==> config.mk <==
export PLATFORM = sky130hd
export DESIGN_NAME = vood_chunk_find
export DESIGN_NICKNAME = d
export VERILOG_FILES = /design/src/design/vood_pkg.sv /design/src/design/vood_chunk_find.sv
export SDC_FILE = /design/constraint.sdc
export NUM_CORES = 1
export LEC_CHECK = 0
export ABC_AREA = 1
export BUFFER_PORTS_ARGS = -buffer_cell sky130_fd_sc_hd__buf_2
export CAP_MARGIN = 5
export CORE_AREA = 2 2 39 41
export DETAILED_ROUTE_END_ITERATION = 10
export DIE_AREA = 0 0 41 43
export GPL_TIMING_DRIVEN = 0
export PLACE_DENSITY = 0.42
export SLEW_MARGIN = 20
export SYNTH_ARGS = -nofsm -noshare
export SYNTH_HDL_FRONTEND = slang
export SYNTH_SLANG_ARGS = --single-unit
==> constraint.sdc <==
create_clock -name vclk -period 0.8
set_input_delay 0.08 -clock vclk [all_inputs]
set_output_delay 0.08 -clock vclk [all_outputs]
set_load 0.01 [all_outputs]
==> src/design/vood_pkg.sv <==
// ----------------------------------------------------------------------------
// vood_pkg
// Shared types and constants of the octree occupancy decoder.
// ----------------------------------------------------------------------------
package vood_pkg;

	// sequencer states
	typedef enum logic [2:0] {
		ST_IDLE,
		ST_SCAN_RD,
		ST_SCAN_CHK,
		ST_CH_RD,
		ST_CH_WR,
		ST_FIN,
		ST_ROOT,
		ST_CLEAR
	} state_t;

	// result status codes
	typedef enum logic [1:0] {
		STAT_BUSY  = 2'd0,
		STAT_DONE  = 2'd1,
		STAT_SHORT = 2'd2,
		STAT_LONG  = 2'd3
	} status_t;

	// answer of the chunk finder
	typedef struct packed {
		logic       hit;
		logic [2:0] idx;
	} find_t;

	localparam int CHUNK_W = 8;
	localparam int LVL_W   = 3;
	localparam int COORD_W = 7;

	// number of set bits in a mask byte
	function automatic logic [3:0] popcount8(input logic [7:0] v);
		logic [3:0] c;
		c = 4'd0;
		for (int i = 0; i < 8; i++) begin
			c = c + 4'(v[i]);
		end
		return c;
	endfunction

endpackage

==> src/design/vood_chunk_find.sv <==
// ----------------------------------------------------------------------------
// vood_chunk_find
// Finds the lowest occupied cell of one 8-cell chunk at or above a start column.
// ----------------------------------------------------------------------------
module vood_chunk_find (
	input  logic                [7:0] chunk,
	input  logic                [2:0] lo,
	input  logic                [7:0] lim,
	output vood_pkg::find_t           res
);

	logic [7:0] cand;

	// keep cells at or above the start and inside the grid
	always_comb begin
		for (int j = 0; j < 8; j++) begin
			cand[j] = chunk[j] && lim[j] && (3'(j) >= lo);
		end
	end

	// lowest candidate wins
	always_comb begin
		res.hit = 1'b0;
		res.idx = 3'd0;
		for (int j = 7; j >= 0; j--) begin
			if (cand[j]) begin
				res.hit = 1'b1;
				res.idx = 3'(j);
			end
		end
	end

endmodule
==> impl_metrics.toml, run 1 <==
[drt]
wl_met3_um = 82
drc = 0
drt-pass1-iter-count = 1
vias_per_cell = 3.82
met2WireLength_um = 277
ant_nets = 0
via_count = 283
wl_met1_um = 227
wl_per_cell_um = 7.92
routed_wl_um = 586
drt-initial-drc-count = 0
topRoutingLayerUsed = "met3"

[status]
status = "complete, but fails checks"
violations = "setup timing"

[worst_setup_path]
worst-path-max-fanout = 5
cp-end-kind = "output port"
worstPathRequired_ns = 0.72
startpoint_type = "primary input"
crit_type = "primary input to output port"
arrival_ns = 0.84

[layout]
area_growth_pct = 144
drive_gt1_share_pct = 67.2
antennaDiodeCount = 0
multi_input_area_um2 = 196
regArea_um2 = 0
seq_cell_count = 0
layoutNonFillerInstCount = 74
nFillCells = 169
final_nets = 79
nClkBuffers = 0

[sta]
period_needed_ns = 0.922
setup_viol = 4
relSlewSlack_pct = 91.3
slew_viol_final = 0
hold_violations = 0
tightestPinTransition_ns = 0.130
rsz0062_at_grt = "yes"
fin_crit_sh_pct = 115
setup_slack_ns = -0.122
fmax_mhz = 1080
hold_ws_ns = 0.515

[yosys]
yosysTopAreaCell = "nand2_1"
synthDominantCellAreaShare_pct = 30.2
synth.cell_area_um2 = 161
synth_warnings = 0
yosys-top-cells-count = "13 x nand2_1, 5 x nand3_1, 5 x nor2_1, 4 x inv_1"
synth_most_common_cell = "nand2_1"
synth_area_leaders = "nand2_1 30%, nand3_1 16%, nor2_1 12%"
avgSynthCellArea_um2 = 4.61
ys_types = 12
netlist_instances = 35
synthesis.nets = 54
seq_area_frac_synth_pct = 0

[power_and_ir_drop]
p_leak_uw = 0.000220
max-vdd-ir-drop_mv = 0.129
p_per_area_mw_per_mm2 = 541
power.total_uw = 213

[min_path]
worstHoldStart = "chunk[1]"
min_to = "res[0]"
hold_path_class = "primary input to output port"
min_path_cells = 4

[global_route]
antenna_found_initial = 0
grt-ovfl-total = 0
grt_pass1_wl_um = 869
grt_pass1_vias = 237
gr-usage-all-layers_pct = 6.49
grt_max_degree = 7

[floorplan]
die_w_um = 41
core_mm2 = 0.00138
fp.dieH_um = 43
ios = 23
dieArea_mm2 = 0.00176
fp-row-count = 14
initial_utilization_pct = 11.7

[place]
io_buffers = 23
place_ws_ns = -0.169
dp.final_hpwl_um = 510
gp_congestion = 0.717
place_inst = 74

[clocking]
cts_hold_buffers = 0

[job]
cap_violations = 0
[worst max path at each step]
stage,start,endpoint,slack (ns),cells after the start
after global placement,lo[0],res[2],-0.18,7
after floorplan,lo[0],res[2],0.02,5
final,lo[1],res[0],-0.12,9
after global routing,lim[6],res[0],-0.18,11
after CTS,lo[1],res[2],-0.14,7
after detailed placement,lo[0],res[2],-0.17,7
[per-stage QoR]
| stage | setup TNS (ns) | area, µm² | utilization, % |
|---|---|---|---|
| 6_report | -0.324 | 394 | 28.5 |
| 5_1_grt | -0.570 | 394 | 28.5 |
| 4_1_cts | -0.469 | 344 | 24.9 |
| 3_5_place_dp | -0.612 | 297 | 21.4 |
| 3_3_place_gp | -0.612 | 297 | 21.4 |
| 2_1_floorplan | 0 | 161 | - |
[cells in the final DEF, fill, tap and decap left out]
master,instances
nand2_1,9
nand3_4,1
nand2_2,5
nand3b_1,1
nor2_2,2
nor2_1,3
inv_2,1
a21oi_2,2
nand3_1,1
nand3_2,4
a31oi_1,1
o21ai_2,1
buf_6,2
buf_12,1
nor3_1,1
inv_1,3
buf_2,18
buf_8,2
[repair_timing]
action | CTS | global route
buffers inserted | 0 | 0
setup endpoints to repair | 4 | 4
gates resized for setup | 15 | 12
pin swaps | 5 | 12
hold endpoints to repair | 0 | 0
[layer usage]
metal	up-vias	global-route usage [%]
li1	160	-
met2	14	12.2
met3	0	0.524
met4	0	0
met5	-	0
met1	109	7.91
[kinds of logic (layout without fill, tap and decap cells)]
| kind of cell | after synthesis | count (layout) | share of synthesized area [%] |
|---|---|---|---|
| AND/OR/NAND/NOR | 27 | 27 | 75.2 |
| buffers and inverters | 4 | 27 | 9.30 |
| AO/OA/AOI/OAI | 4 | 4 | 15.5 |
[area by class of cell]
type                       count  area share, %
timing repair buffer          23           41.3
inverter                       4           3.81
multi-input combinational     31           49.8
tap                           16           5.08
[power breakdown]
part | switching (µW) | internal (µW) | leakage [µW]
combinational | 99.8 | 113 | 0.000220
sequential | 0 | 0 | 0
clock | 0 | 0 | 0
total | 99.8 | 113 | 0.000220
[critical path, cell delays in order]
cell and delay [ns]:
buf_12 0.11, nand2_1 0.08, nand3_2 0.08, nand2_1 0.08, nand2_1 0.05, nand2_1 0.06
nand2_2 0.06, a21oi_2 0.11, buf_2 0.13
Power figures use the tool's default switching activity.
==> inputs of run 2 (changes only) <==
clock period = 1.05 ns   (was 0.8 ns; I/O delays follow)
==> run 2 against run 1 <==
Critical path depth did not move. The flow now finishes without violations. Sequential share of layout area did not move. Total power fell by 35%. Cell count did not move. First-iteration DRC count rose by 1. Setup slack improved by 0.20 ns. Via count fell by 0.35%. Critical path type unchanged.
==> impl_metrics.toml, run 2 (synthesis results as in run 1) <==
[status]
status = "finished, final reports clean"

[power_and_ir_drop]
p_leak_uw = 0.000207
p_per_area_mw_per_mm2 = 411
max-vdd-ir-drop_mv = 0.105

[sta]
hold_ws_ns = 0.572
fin_crit_sh_pct = 92.9
tightestPinTransition_ns = 0.170
period_needed_ns = 0.976
relSlewSlack_pct = 88.7
setup_viol = 0
finalSetupTns_ns = 0
slew_viol_final = 0
fmax_mhz = 1030
setup_slack_ns = 0.0744
rsz0062_at_grt = "yes"
hold_violations = 0

[layout]
seq_cell_count = 0
nClkBuffers = 0
area_growth_pct = 110
postLayoutCoreUtil_pct = 24.5
nFillCells = 175
final_common_cell = "buf_2"
regArea_um2 = 0
antennaDiodeCount = 0
final_cell_mix = "20 x buf_2, 10 x nand2_1, 5 x nand3_2, 5 x nor2_1"
drive_gt1_share_pct = 60.3
final_nets = 79

[floorplan]
fp.dieH_um = 43
fp-row-count = 14
core_mm2 = 0.00138
die_w_um = 41
initial_utilization_pct = 11.7
dieArea_mm2 = 0.00176
ios = 23

[clocking]
cts_hold_buffers = 0
postCtsSetupBuffers = 0

[worst_setup_path]
startpoint_type = "primary input"
crit_type = "primary input to output port"
arrival_ns = 0.87
cp-end-kind = "output port"
worstPathRequired_ns = 0.94
worst-path-max-fanout = 5

[place]
dp.final_hpwl_um = 510
io_buffers = 23
place_ws_ns = 0.0311
gp_congestion = 0.717

[min_path]
hold_path_class = "primary input to output port"

[job]
cap_violations = 0

[drt]
drc = 0
drt-pass1-iter-count = 2
routed_wl_um = 578
wl_per_cell_um = 7.81
ant_nets = 0
drt-initial-drc-count = 1
vias_per_cell = 3.81
via_count = 282

[global_route]
grt-ovfl-total = 0
grt_max_degree = 7
grt_pass1_vias = 225
antenna_found_initial = 0
gr-usage-all-layers_pct = 6.59
grt_pass1_wl_um = 883
[run 2: worst paths after layout]
kind | slack (ns) | cells past startpoint | endpoint | startpoint
min | 0.57 | 4 | res[0] | chunk[1]
max | 0.07 | 9 | res[0] | lo[1]
[run 2: worst max-delay path, stage by stage]
cell and delay [ns]:
buf_4 0.14, nand2_1 0.08, nand3_2 0.08, nand2_1 0.07, nand2_1 0.05, nand2_1 0.06, nand2_2 0.05, a21oi_2 0.09
buf_2 0.13
[run 2: metal layers]
metal	share of wire (%)	GRT usage, %	vias up
met1	42	8.54	107
met3	14	0.524	0
met4	0	0	0
met2	44	11.9	14
li1	-	-	161
met5	0	0	-
[run 2: final cells by class]
cell class,count,area [µm²],area share (%)
inverters,4,15.0,4.43
multi-input cells,31,181,53.5
well taps,16,20.0,5.90
repair buffers,23,123,36.2
[run 2: repair_timing]
action,4_1_cts,5_1_grt
resized for setup,0,15
endpoints found under the setup margin,0,4
hold endpoints to repair,0,0
[run 2: stage by stage]
stage               instance area, µm²  total power [µW]  std cells
detailed placement                 297               125         74
finish                             339               139         74
CTS                                297               125         74
global placement                   297               124         74
floorplan                          161              60.2         35
global route                       339               157         74
[run 2: power breakdown]
part           leakage (µW)  switching [µW]  internal (µW)
clock                     0               0              0
sequential                0               0              0
combinational      0.000207            71.4           67.9
